--- config.mk ---
export PLATFORM = sky130hd
export DESIGN_NAME = lrc_div
export DESIGN_NICKNAME = d
export VERILOG_FILES = /design/src/lrc_pkg.sv /design/src/lrc_div.sv
export SDC_FILE = /design/constraint.sdc
export NUM_CORES = 1
export LEC_CHECK = 0
export ABC_AREA = 1
export ABC_CLOCK_PERIOD_IN_PS = 2600
export BUFFER_PORTS_ARGS = -buffer_cell sky130_fd_sc_hd__buf_2
export CAP_MARGIN = 20
export CORE_UTILIZATION = 55
export DETAILED_ROUTE_END_ITERATION = 8
export PLACE_DENSITY = 0.86
export SLEW_MARGIN = 5
export SYNTH_ARGS = -nofsm -noshare
export SYNTH_HDL_FRONTEND = slang
export SYNTH_SLANG_ARGS = --single-unit
export TNS_END_PERCENT = 10
--- constraint.sdc ---
create_clock -name clk -period 2.6 [get_ports clk]
set_input_delay 0.26 -clock clk [delete_from_list [all_inputs] [get_ports clk]]
set_output_delay 0.26 -clock clk [all_outputs]
set_load 0.02 [all_outputs]
--- src/lrc_pkg.sv ---
`timescale 1ns / 1ps
// ----------------------------------------------------------------------------
// lrc_pkg: shared constants and types for the local relief colormap block
// Holds raster geometry, register indexes, reset values and the divider
// request type.
// ----------------------------------------------------------------------------
package lrc_pkg;

  localparam int RasterWidth  = 260;
  localparam int RasterHeight = 260;
  localparam int WindowRadius = 2;
  localparam int WinSide      = 2 * WindowRadius + 1;
  localparam int HistRows     = 2 * WindowRadius;
  localparam int WinCount     = WinSide * WinSide;

  localparam int ColW  = $clog2(RasterWidth);
  localparam int RowW  = $clog2(RasterHeight);
  localparam int CntW  = $clog2(WinCount + 1);
  localparam int SumW  = 24 + CntW;
  // D = center*count - sum, and key*count products.
  localparam int DW    = 24 + CntW + 2;
  // numerator * (h - l): DW + 9 bits
  localparam int NumW  = DW + 9;
  localparam int QW    = 10;

  typedef enum logic [2:0] {
    REG_NODATA  = 3'd0,
    REG_HOLE    = 3'd1,
    REG_PEAK    = 3'd2,
    REG_HCOL    = 3'd3,
    REG_NCOL    = 3'd4,
    REG_PCOL    = 3'd5
  } reg_idx_t;

  localparam logic signed [23:0] NodataReset = -24'sd255744;
  localparam logic signed [23:0] HoleReset   = -24'sd2560;
  localparam logic [22:0]        PeakReset   = 23'd3072;
  localparam logic [31:0]        HColReset   = 32'd1077952511;
  localparam logic [31:0]        NColReset   = 32'd255;
  localparam logic [31:0]        PColReset   = 32'hFFFFFFFF;

  typedef enum logic [2:0] {
    ST_IDLE,
    ST_READ,
    ST_SHIFT,
    ST_SUM,
    ST_PROD,
    ST_DIV,
    ST_OUT
  } state_t;

  // Request to the shared channel divider: floor(num / den), num >= 0.
  typedef struct packed {
    logic                   start;
    logic [NumW-1:0]        num;
    logic [DW-1:0]          den;
  } div_req_t;

endpackage

--- src/lrc_div.sv ---
`timescale 1ns / 1ps
// ----------------------------------------------------------------------------
// lrc_div: restoring divider
// Computes floor(num / den) for a non-negative numerator, one quotient bit
// per cycle. Only the low QW quotient bits are kept; callers clamp.
// ----------------------------------------------------------------------------
module lrc_div (
  input  logic                clk,
  input  logic                rst,
  input  lrc_pkg::div_req_t   req,
  output logic                done,
  output logic [lrc_pkg::QW-1:0] quot,
  output logic                over
);
  import lrc_pkg::*;

  localparam int StepW = $clog2(NumW + 1);

  logic [NumW-1:0]  rem;
  logic [NumW-1:0]  num;
  logic [DW-1:0]    den;
  logic [QW-1:0]    q;
  logic             big;
  logic [StepW-1:0] step;
  logic             busy;
  logic [NumW:0]    trial;

  // Shift the next numerator bit into the partial remainder and compare.
  assign trial = {rem, num[NumW-1]} - {{(NumW+1-DW){1'b0}}, den};

  always_ff @(posedge clk) begin
    if (rst) begin
      busy <= 1'b0;
      done <= 1'b0;
      step <= '0;
    end else begin
      done <= 1'b0;
      if (req.start) begin
        busy <= 1'b1;
        step <= StepW'(NumW);
      end else if (busy) begin
        step <= step - 1'b1;
        if (step == StepW'(1)) begin
          busy <= 1'b0;
          done <= 1'b1;
        end
      end
    end
  end

  always_ff @(posedge clk) begin
    if (req.start) begin
      rem <= '0;
      num <= req.num;
      den <= req.den;
      q   <= '0;
      big <= 1'b0;
    end else if (busy) begin
      num <= {num[NumW-2:0], 1'b0};
      big <= big | q[QW-1];
      if (!trial[NumW]) begin
        rem <= trial[NumW-1:0];
        q   <= {q[QW-2:0], 1'b1};
      end else begin
        rem <= {rem[NumW-2:0], num[NumW-1]};
        q   <= {q[QW-2:0], 1'b0};
      end
    end
  end

  assign quot = q;
  assign over = big;

endmodule

==> results of run 1 <==
area by class of cell:
type	instances	share of cell area, %
Tap cell	180	2.39
Sequential cell	130	35.1
Clock buffer	20	4.63
Multi-Input combinational cell	839	41.6
Timing Repair Buffer	116	7.93
Inverter	168	6.68
Clock inverter	12	1.68
per-layer routing:
layer | global-route usage (%) | share of wire, % | vias to the layer above
met5 | 0 | 0 | -
met4 | 9.91 | 2.3 | 0
met3 | 5.95 | 6.6 | 41
met2 | 48.2 | 48 | 243
met1 | 33.7 | 43 | 3327
li1 | - | - | 3813
registers in the layout, indices dropped and copies added, names as in the netlist:
| signal | count |
|---|---|
| step | 6 |
| busy | 1 |
| done | 1 |
| over | 1 |
| num | 40 |
| den | 31 |
| rem | 40 |
| quot | 10 |
power groups by stage:
stage	clock, mW	sequential, mW	combinational, mW
final	2.42	2.34	0.495
after global routing	2.53	2.36	0.565
after CTS	2.44	2.34	0.486
after detailed placement	0	2.38	0.474
after global placement	0	2.38	0.461
after floorplan	0	2.37	0.318
stage by stage:
stage	area [µm²]	instances	utilization, %	hold WS [ps]	TNS, ps
final	9440	1465	67.5	7.26	0
after global routing	9440	1465	67.5	0.493	-202
after CTS	9290	1454	66.4	0.421	0
after detailed placement	8630	1416	61.7	438	0
after global placement	8630	1416	61.7	437	0
after floorplan	7970	1162	-	329	0
cell families after synthesis:
logic type | count (synthesis) | synth area share [%]
AOI/OAI and AO/OA | 62 | 4.23
and+or+nand+nor | 718 | 36.3
buffers and inverters | 193 | 9.71
adders and majority gates | 34 | 5.43
xor gates and xnor gates | 25 | 2.75
DFF | 130 | 41.6
critical path, cell delays in order (launching register included):
cell      delay, ps
edfxtp_1        430
inv_1            90
ha_1            140
inv_1            70
fa_2            340
nand2_1          90
nand3_2          80
nand3_2          70
nand2_2          70
nand2_1          80
nand3_2          90
nand2_4         140
nand2_4          70
nand2_2          90
nand2_4         110
buf_4           160
nor2_1          140
o21ai_1         100
repair_timing:
item,4_1_cts,5_1_grt
endpoints found under the setup margin,0,38
hold buffers,6,3
resized for setup,0,8
hold endpoints to repair,6,3
buffers inserted,0,7
placed cells by master, fill, tap and decap left out, types with 3 or more instances in the layout:
| master | Yosys | layout |
|---|---|---|
| nand2_1 | 538 | 537 |
| inv_1 | 160 | 160 |
| buf_2 | 2 | 85 |
| nor2_1 | 85 | 83 |
| edfxtp_1 | 71 | 71 |
| dfxtp_1 | 59 | 59 |
| nand3_1 | 52 | 49 |
| ha_1 | 33 | 33 |
| a21oi_1 | 29 | 29 |
| xor2_1 | 20 | 20 |
| clkbuf_16 | 0 | 18 |
| buf_4 | 2 | 17 |
| nand2_2 | 15 | 14 |
| o21ai_0 | 11 | 11 |
| nor3_1 | 9 | 9 |
| dlygate4sd3_1 | 0 | 9 |
| o22ai_1 | 8 | 8 |
| o21ai_1 | 6 | 6 |
| inv_2 | 5 | 5 |
| nand2_4 | 3 | 5 |
| xnor2_1 | 5 | 5 |
| nor2_2 | 2 | 4 |
| clkinv_1 | 3 | 4 |
| nand3_2 | 2 | 4 |
| clkinvlp_4 | 0 | 4 |
| buf_12 | 1 | 4 |
| a31oi_1 | 3 | 3 |
| clkbuf_1 | 17 | 3 |
| bufinv_16 | 0 | 3 |
how the worst min path moves through the flow:
stage	cells after the start	slack, ps	end	from
2_1_floorplan	1	330	step[3]	rst
3_3_place_gp	1	440	den[23]	req[23]
3_5_place_dp	1	440	den[28]	req[28]
4_1_cts	1	0.4	den[28]	req[28]
5_1_grt	1	0.5	den[18]	req[18]
6_report	1	7	den[6]	req[6]
==> impl_metrics.tcl, run 1 <==
set metrics [dict create \
    status "finished, final reports clean" \
    yosysTopAreaCell "edfxtp_1" \
    fmax_mhz 404 \
    synth_area_leaders "edfxtp_1, nand2_1, dfxtp_1, inv_1, ha_1" \
    layout.nets 1380 \
    async_reset_ff_share_pct 0 \
    clkPwrFrac_pct 46.0 \
    path_max_fanout 6 \
    seqPwrFrac_pct 44.5 \
    synth_fp_nets 1270 \
    power_mw 5.26 \
    critical_path_class "flip-flop to flip-flop" \
    design.portCount 86 \
    synth.most_common_cell "nand2_1" \
    place_ws_ps 70.6 \
    antenna_found_initial 0 \
    ant_nets 0 \
    fin_crit_sh_pct 95.2 \
    vias_per_cell 5.07 \
    hp-class "input pin to flip-flop" \
    maxCapViolations 0 \
    drc_errors 0 \
    startpoint_type "flip-flop" \
    io_buffer_count 85 \
    insertedDiodeCount 0 \
    clock-sinks 130 \
    ir_worst_vdd_uv 463 \
    grt_pass1_vias 7060 \
    drt_wl_total_mm 19.8 \
    rows 43 \
    hpwl_mm 14.4 \
    ys_ff_latch 130 \
    fp.dieW_um 122 \
    cts_tree "yes" \
    root_buffer "clkbuf_16" \
    internal_power_mw 3.99 \
    fin_crit_ps 2470 \
    worst_ep_required_time_ps 2910 \
    clock_path_buffers 2 \
    reg2reg_slack_ps 130 \
    syn_area_um2 7970 \
    multiInputGateArea_um2 3920 \
    switching_share_pct 24.1 \
    insertion_delay_ps 430 \
    setup_ws_ps 126 \
    seq_area_um2 3310 \
    slew_viol_final 0 \
    combPwrFrac_pct 9.4 \
    grt_overflow 0 \
    dieArea_um2 15000 \
    synthCells 1162 \
    synthTopCellsByCount "nand2_1, inv_1, nor2_1" \
    r2r-end "rem[38]" \
    worst_pin_slew_ps 580 \
    dr.pass1.iters 6 \
    num_vias 7424 \
    synth-edff-count 71 \
    clkTransAtPathRegs_ps 60 \
    grt_max_degree 54 \
    drt_iter0_markers 435 \
    fin_worst_skew_ps 10.9 \
    dominantRegCellSynth "edfxtp_1" \
    fillers 1216 \
    ys_warn_count 0 \
    avgSynthCellArea_um2 6.86 \
    crit_start "num[39]" \
    ys_types 40 \
    grtUsageTotal_pct 27.7 \
    die_y_um 122 \
    synthDominantCellAreaShare_pct 26.8 \
    maxSlewHeadroom_pct 61.4 \
    finalSetupViolCount 0 \
    core_area_um2 14000 \
    p_leak_nw 5.10 \
    p_sw_mw 1.27 \
    place_congestion 0.947 \
    hold_viol 0 \
    crit_path_end_kind "flip-flop" \
    endpoint "rem[38]" \
    p_per_area_nw_per_um2 558 \
    wire_per_inst_um 13.5 \
    rr_worst_depth 17 \
    areaGrowthSynthToFinish_pct 18.4 \
    grt_pass1_wl_mm 32.1 \
    reg2reg_from "num[39]" \
    cp.arrival_ps 2780 \
    ys_seq_area_share_pct 41.6 \
    cts_htree_levels 4 \
    start_util_pct 56.9 \
    drive_gt1_share_pct 13.3 \
    cts_buffers 17 \
]
Note: power is estimated with default switching activity, not from simulation.
==> run 2: changes to the inputs <==
--- a/config.mk
+++ b/config.mk
@@ -6,12 +6,13 @@
 export NUM_CORES = 1
 export LEC_CHECK = 0
 export ABC_AREA = 1
-export ABC_CLOCK_PERIOD_IN_PS = 2600
+export ABC_CLOCK_PERIOD_IN_PS = 2000
 export BUFFER_PORTS_ARGS = -buffer_cell sky130_fd_sc_hd__buf_2
 export CAP_MARGIN = 20
-export CORE_UTILIZATION = 55
+export CORE_MARGIN = 4
+export CORE_UTILIZATION = 54
 export DETAILED_ROUTE_END_ITERATION = 8
-export PLACE_DENSITY = 0.86
+export PLACE_DENSITY = 0.88
 export SLEW_MARGIN = 5
 export SYNTH_ARGS = -nofsm -noshare
 export SYNTH_HDL_FRONTEND = slang
==> constraint.sdc (replaced) <==
create_clock -name clk -period 2 [get_ports clk]
set_input_delay 0.2 -clock clk [delete_from_list [all_inputs] [get_ports clk]]
set_output_delay 0.2 -clock clk [all_outputs]
set_load 0.02 [all_outputs]
==> run 2 against run 1 <==
  * The run now ends with negative setup slack left
  * Utilization is 7.3 points higher
  * Highest routed layer unchanged
  * Flip-flop and latch count did not move
  * Design area up 15%
  * Via count is 8.4% higher
  * Sequential share of layout area down 4.5 points
  * Clock skew is 2.1 ps higher
  * Hold slack better by 23 ps
==> impl_metrics.tcl, run 2 (synthesis gave the netlist of run 1 again) <==
set metrics [dict create \
    areaGrowthSynthToFinish_pct 35.9 \
    drt_wl_total_mm 22.6 \
    rows 44 \
    finalSetupViolCount 41 \
    dr.pass1.iters 5 \
    hp-class "input pin to flip-flop" \
    top_regs "num (40), rem (40), den (31)" \
    slew_viol_final 0 \
    setup_ws_ps -439 \
    cp.arrival_ps 2760 \
    antenna_found_initial 0 \
    fmax_mhz 410 \
    post_dp_cell_area_um2 9590 \
    num_vias 8044 \
    dieArea_um2 16800 \
    vias_per_cell 4.97 \
    p_per_area_nw_per_um2 652 \
    fin_crit_ps 2440 \
    fp.dieW_um 129 \
    power_mw 7.06 \
    worst_ep_required_time_ps 2320 \
    layout_common_cells "nand2_1, inv_1, buf_4, buf_2, nor2_1" \
    hold_viol 0 \
    fin_worst_skew_ps 13.0 \
    cts_tree "yes" \
    critical_path_class "flip-flop to flip-flop" \
    fin_crit_sh_pct 122 \
    ant_nets 0 \
    start_util_pct 55.0 \
    io_buffer_count 85 \
    insertion_delay_ps 440 \
    clock-sinks 130 \
    place_ws_ps -347 \
    ir_worst_vdd_uv 995 \
    p_leak_nw 5.91 \
    drc_errors 0 \
    place_congestion 0.980 \
    grt_pass1_wl_mm 34.8 \
    clkTransAtPathRegs_ps 60 \
    hpwl_mm 16.0 \
    status "finished, violations left" \
    cts_htree_levels 4 \
    worst_pin_slew_ps 488 \
    path_max_fanout 8 \
    startpoint_type "flip-flop" \
    maxSlewHeadroom_pct 67.5 \
    layout.nets 1528 \
    cts_buffers 17 \
    maxCapViolations 0 \
    clock_path_buffers 2 \
    grtUsageTotal_pct 26.1 \
    grt_max_degree 47 \
    die_y_um 129 \
    final_util_pct 74.7 \
    crit_path_end_kind "flip-flop" \
    core_area_um2 14500 \
    rsz0062_at_grt "yes" \
    grt_overflow 0 \
    root_buffer "clkbuf_16" \
    design.portCount 86 \
    grt_pass1_vias 7856 \
    drive_gt1_share_pct 23.2 \
    layout_commonest_cell "nand2_1" \
    wire_per_inst_um 14.0 \
    fin_area_um2 10800 \
    violations "negative setup slack" \
    insertedDiodeCount 0 \
    drt_iter0_markers 641 \
]
## run 2: changes by cell type in the layout (fill, tap and decap cells not counted), sizes merged
cell and change:
clkinvlp -3, clkbuf +2, dlygate4sd3 +23, bufinv -1
buf +121, inv +6
## run 2: report_power, final
group          leakage (nW)  internal, mW  switching, mW
Combinational          4.43         0.365          0.463
Sequential             1.19          2.99         0.0528
Clock                 0.292          1.88           1.31
Total                  5.91          5.24           1.82
## run 2: final timing paths
kind	start	end	slack, ps	depth (start not counted)
worst min-delay path	req[31]	num[0]	30	3
worst min register to register	rem[23]	rem[23]	480	2
worst max register to register	num[39]	rem[14]	-440	19
worst max-delay path	num[39]	rem[14]	-440	19
## run 2: cell type report
class | count | area, µm²
Clock buffer | 18 | 429
Fill cell | 1060 | 3660
Timing Repair Buffer | 264 | 2000
Sequential cell | 130 | 3310
Multi-Input combinational cell | 839 | 4050
Tap cell | 184 | 230
Clock inverter | 14 | 168
Inverter | 168 | 632
## run 2: timing repair
item                                    CTS  global route
setup buffers                             0             3
pin swaps                                 0            15
gates cloned                              0             5
hold buffers                             32             0
endpoints found under the setup margin   41            41
hold endpoints to repair                 33             0
gates resized for setup                   7            38
## run 2: critical path: stages, from the launching register on
cell and delay [ps]:
edfxtp_1 390, inv_1 70, ha_2 170, inv_2 50, fa_2 370, nand2_2 70
nand3_2 80, nand3_2 70, nand2_2 70, nand2_2 80, nand3_4 80, nand2_4 130
nand2_4 80, nand2_4 100, nand2_8 110, clkbuf_16 180, nand2_1 50, nand2_1 60
nand2_1 70, nand2_1 50
## run 2: routing by layer
layer | routed length [µm] | GRT usage, % | up-vias | share of wire [%]
li1 | - | - | 4105 | -
met5 | 0 | 0 | - | 0
met2 | 11100 | 46.2 | 295 | 49
met3 | 1530 | 5.85 | 39 | 6.8
met1 | 9480 | 31.9 | 3605 | 42
met4 | 518 | 7.95 | 0 | 2.3
## run 2: through the flow
step                      hold WS, ps  cells  TNS [ps]
after floorplan                   269   1162     -8360
after global placement            377   1545     -7850
after detailed placement          378   1545    -11980
after CTS                        17.0   1609    -12510
after global routing             35.6   1617    -21490
final                            30.7   1617    -16180
==> run 3: changes to the inputs <==
--- a/config.mk
+++ b/config.mk
@@ -5,12 +5,11 @@
 export SDC_FILE = /design/constraint.sdc
 export NUM_CORES = 1
 export LEC_CHECK = 0
-export ABC_AREA = 1
 export ABC_CLOCK_PERIOD_IN_PS = 2000
 export BUFFER_PORTS_ARGS = -buffer_cell sky130_fd_sc_hd__buf_2
 export CAP_MARGIN = 20
 export CORE_MARGIN = 4
-export CORE_UTILIZATION = 54
+export CORE_UTILIZATION = 53
 export DETAILED_ROUTE_END_ITERATION = 8
 export PLACE_DENSITY = 0.88
 export SLEW_MARGIN = 5
==> run 3 against run 2 <==
  * The run still ends with negative setup slack left
  * Clock skew up 0.72 ps
  * Register-to-register slack worse by 730 ps
  * Fmax down 23%
  * Design area down 8.2%
  * Critical endpoint is now rem[30]
  * Largest cell class unchanged
==> impl_metrics.tcl, run 3 <==
set metrics [dict create \
    maxCapViolations 0 \
    synth_compound_area_share_pct 15.4 \
    ys_types 56 \
    place_ws_ps -1050 \
    synth_area_leaders "edfxtp_1, dfxtp_1, mux2_2, ha_1, mux2i_1" \
    hpwl_mm 12.5 \
    synth.most_common_cell "edfxtp_1" \
    cp.arrival_ps 3500 \
    switching_share_pct 32.5 \
    hold_viol 0 \
    vias_per_cell 5.89 \
    ys_ff_latch 130 \
    insertion_delay_ps 420 \
    internal_power_mw 6.55 \
    cp_cell_sequence "inv_1 > ha_1 > a21o_1 > buf_4 > a211oi_1 > o21ai_0 > a21oi_1 > o21bai_1 > a21oi_1 > buf_4 > xnor2_1 > mux2i_1 > a211oi_2" \
    num_vias 6712 \
    p_sw_mw 3.15 \
    final_util_pct 75.0 \
    drt_iter0_markers 722 \
    worst_pin_slew_ps 695 \
    place_congestion 0.932 \
    clkPwrFrac_pct 31.5 \
    fin_crit_ps 3170 \
    io_buffer_count 85 \
    layout.nets 1058 \
    violations "negative setup slack" \
    antenna_found_initial 0 \
    fin_area_um2 9940 \
    muxShareOfSynthArea_pct 11.3 \
    rsz0062_at_grt "yes" \
    synth_top_family_by_area "compound AO/OA/AOI/OAI gates" \
    grt_overflow 0 \
    grt_pass1_wl_mm 33.8 \
    crit_path_end_kind "flip-flop" \
    synthCells 694 \
    synth-edff-count 71 \
    finalNonFillerCells 1139 \
    rows 42 \
    cp_slowest_cell "edfxtp_1" \
    yosysTopAreaCell "edfxtp_1" \
    layout_commonest_cell "buf_4" \
    p_leak_nw 4.46 \
    dominantRegCellSynth "edfxtp_1" \
    post_dp_cell_area_um2 8900 \
    clock_path_buffers 2 \
    synth-adder-area-share_pct 6.03 \
    seqPwrFrac_pct 33.5 \
    insertedDiodeCount 0 \
    fp.dieW_um 124 \
    synthTopCellsByCount "edfxtp_1, nor2_1, dfxtp_1" \
    die_y_um 124 \
    ant_nets 0 \
    p_per_area_nw_per_um2 976 \
    crit_family "compound AO/OA/AOI/OAI gates" \
    synthDominantCellAreaShare_pct 29.7 \
    placedCellCount 1070 \
    drt_wl_total_mm 21.2 \
    worst_ep_required_time_ps 2330 \
    combPwrFrac_pct 35.0 \
    ys_warn_count 0 \
    layout_common_cells "buf_4, buf_2, edfxtp_1, nor2_1, dfxtp_1" \
    top_regs "num (40), rem (40), den (31)" \
    grtUsageTotal_pct 26.8 \
    critPathMaxStageDelay_ps 440 \
    async_reset_ff_share_pct 0 \
    grt_pass1_vias 6919 \
    synth_fp_nets 802 \
    cts_buffers 17 \
    drc_errors 0 \
    start_util_pct 54.2 \
    maxSlewHeadroom_pct 53.1 \
    dr.pass1.iters 6 \
    avgSynthCellArea_um2 10.3 \
    status "finished, violations left" \
    dieArea_um2 15500 \
    core_area_um2 13200 \
    wire_per_inst_um 18.6 \
    critical_path_class "flip-flop to flip-flop" \
    setup_ws_ps -1170 \
    cts_htree_levels 4 \
    grt_max_degree 96 \
    areaGrowthSynthToFinish_pct 38.5 \
    slew_viol_final 0 \
    synthSimpleGateAreaFrac_pct 11.1 \
    clkTransAtPathRegs_ps 70 \
    path_max_fanout 2 \
    critical_path_buf_inv_count 3 \
    ys_seq_area_share_pct 46.2 \
    finalSetupViolCount 41 \
    drive_gt1_share_pct 36.1 \
    ir_worst_vdd_uv 815 \
    syn_area_um2 7180 \
    fin_crit_sh_pct 159 \
    cts_tree "yes" \
    fin_worst_skew_ps 13.7 \
    startpoint_type "flip-flop" \
    design.portCount 86 \
    root_buffer "clkbuf_16" \
    clock-sinks 130 \
    fmax_mhz 315 \
    synth_xor_area_share_pct 5.39 \
    hp-class "input pin to flip-flop" \
]
==> run 3: changes by cell type in the layout (fill, tap and decap cells not counted), moves of 12 or more <==
cell / previous run / this run
mux2i_1: 0 / 35
a21o_1: 1 / 17
a211oi_1: 2 / 34
nand2_1: 516 / 35
inv_1: 159 / 38
nand3_1: 45 / 5
mux2_2: 0 / 39
nand2_2: 33 / 0
xnor2_1: 5 / 23
nor2_1: 78 / 66
buf_4: 137 / 155
==> run 3: power by group through the flow <==
stage	Combinational, mW	Sequential (mW)	Clock, mW
final	3.39	3.25	3.06
after global routing	3.63	3.27	3.19
after CTS	3.11	3.23	3.05
after detailed placement	2.97	3.28	0
after global placement	2.87	3.27	0
after floorplan	1.76	3.27	0
==> run 3: logic make-up (layout without fill, tap and decap cells) <==
| kind of cell | count (synthesis) | after routing |
|---|---|---|
| AOI/OAI and AO/OA | 163 | 163 |
| adders and majority gates | 34 | 34 |
| muxes | 76 | 76 |
| and+or+nand+nor | 167 | 167 |
| xor gates and xnor gates | 42 | 42 |
| DFF | 130 | 130 |
| buffers and inverters | 82 | 351 |
==> run 3: per-layer routing <==
layer  up-vias  global-route usage, %  wire [µm]
met2       383                   45.8      10200
met1      3124                   30.7       7830
met3       150                   6.48       1770
met4         0                   15.0       1420
met5         -                      0          0
li1       3055                      -          -
==> run 3: what timing repair did <==
action / in CTS / in global routing
setup endpoints to repair: 41 / 41
resized for setup: 13 / 12
pin swaps: 9 / 6
setup buffers: 2 / 3
gates cloned: 0 / 1
hold buffers: 31 / 0
hold endpoints to repair: 31 / 0
==> run 3: path summary, 6_finish.rpt <==
path	startpoint	endpoint	slack, ps	cells after the start
worst max-delay path	den[11]	rem[30]	-1170	13
worst min-delay path	rst	busy	60	2
worst min register to register	over	over	470	2
worst max register to register	den[11]	rem[30]	-1170	13
==> run 3: area by class of cell <==
cell class / count / area (µm²)
Clock inverter: 14 / 146
Tap cell: 176 / 220
Clock buffer: 18 / 429
Inverter: 40 / 150
Timing Repair Buffer: 279 / 2030
Sequential cell: 130 / 3310
Multi-Input combinational cell: 482 / 3640
Fill cell: 814 / 3310
==> run 3: metrics by stage <==
| stage | total power, mW | setup TNS [ps] | hold WS [ps] |
|---|---|---|---|
| after floorplan | 5.03 | -32000 | 299 |
| after global placement | 6.14 | -35510 | 377 |
| after detailed placement | 6.25 | -38680 | 378 |
| after CTS | 9.39 | -35540 | 43.3 |
| after global routing | 10.1 | -47060 | 61.8 |
| final | 9.69 | -43580 | 64.6 |
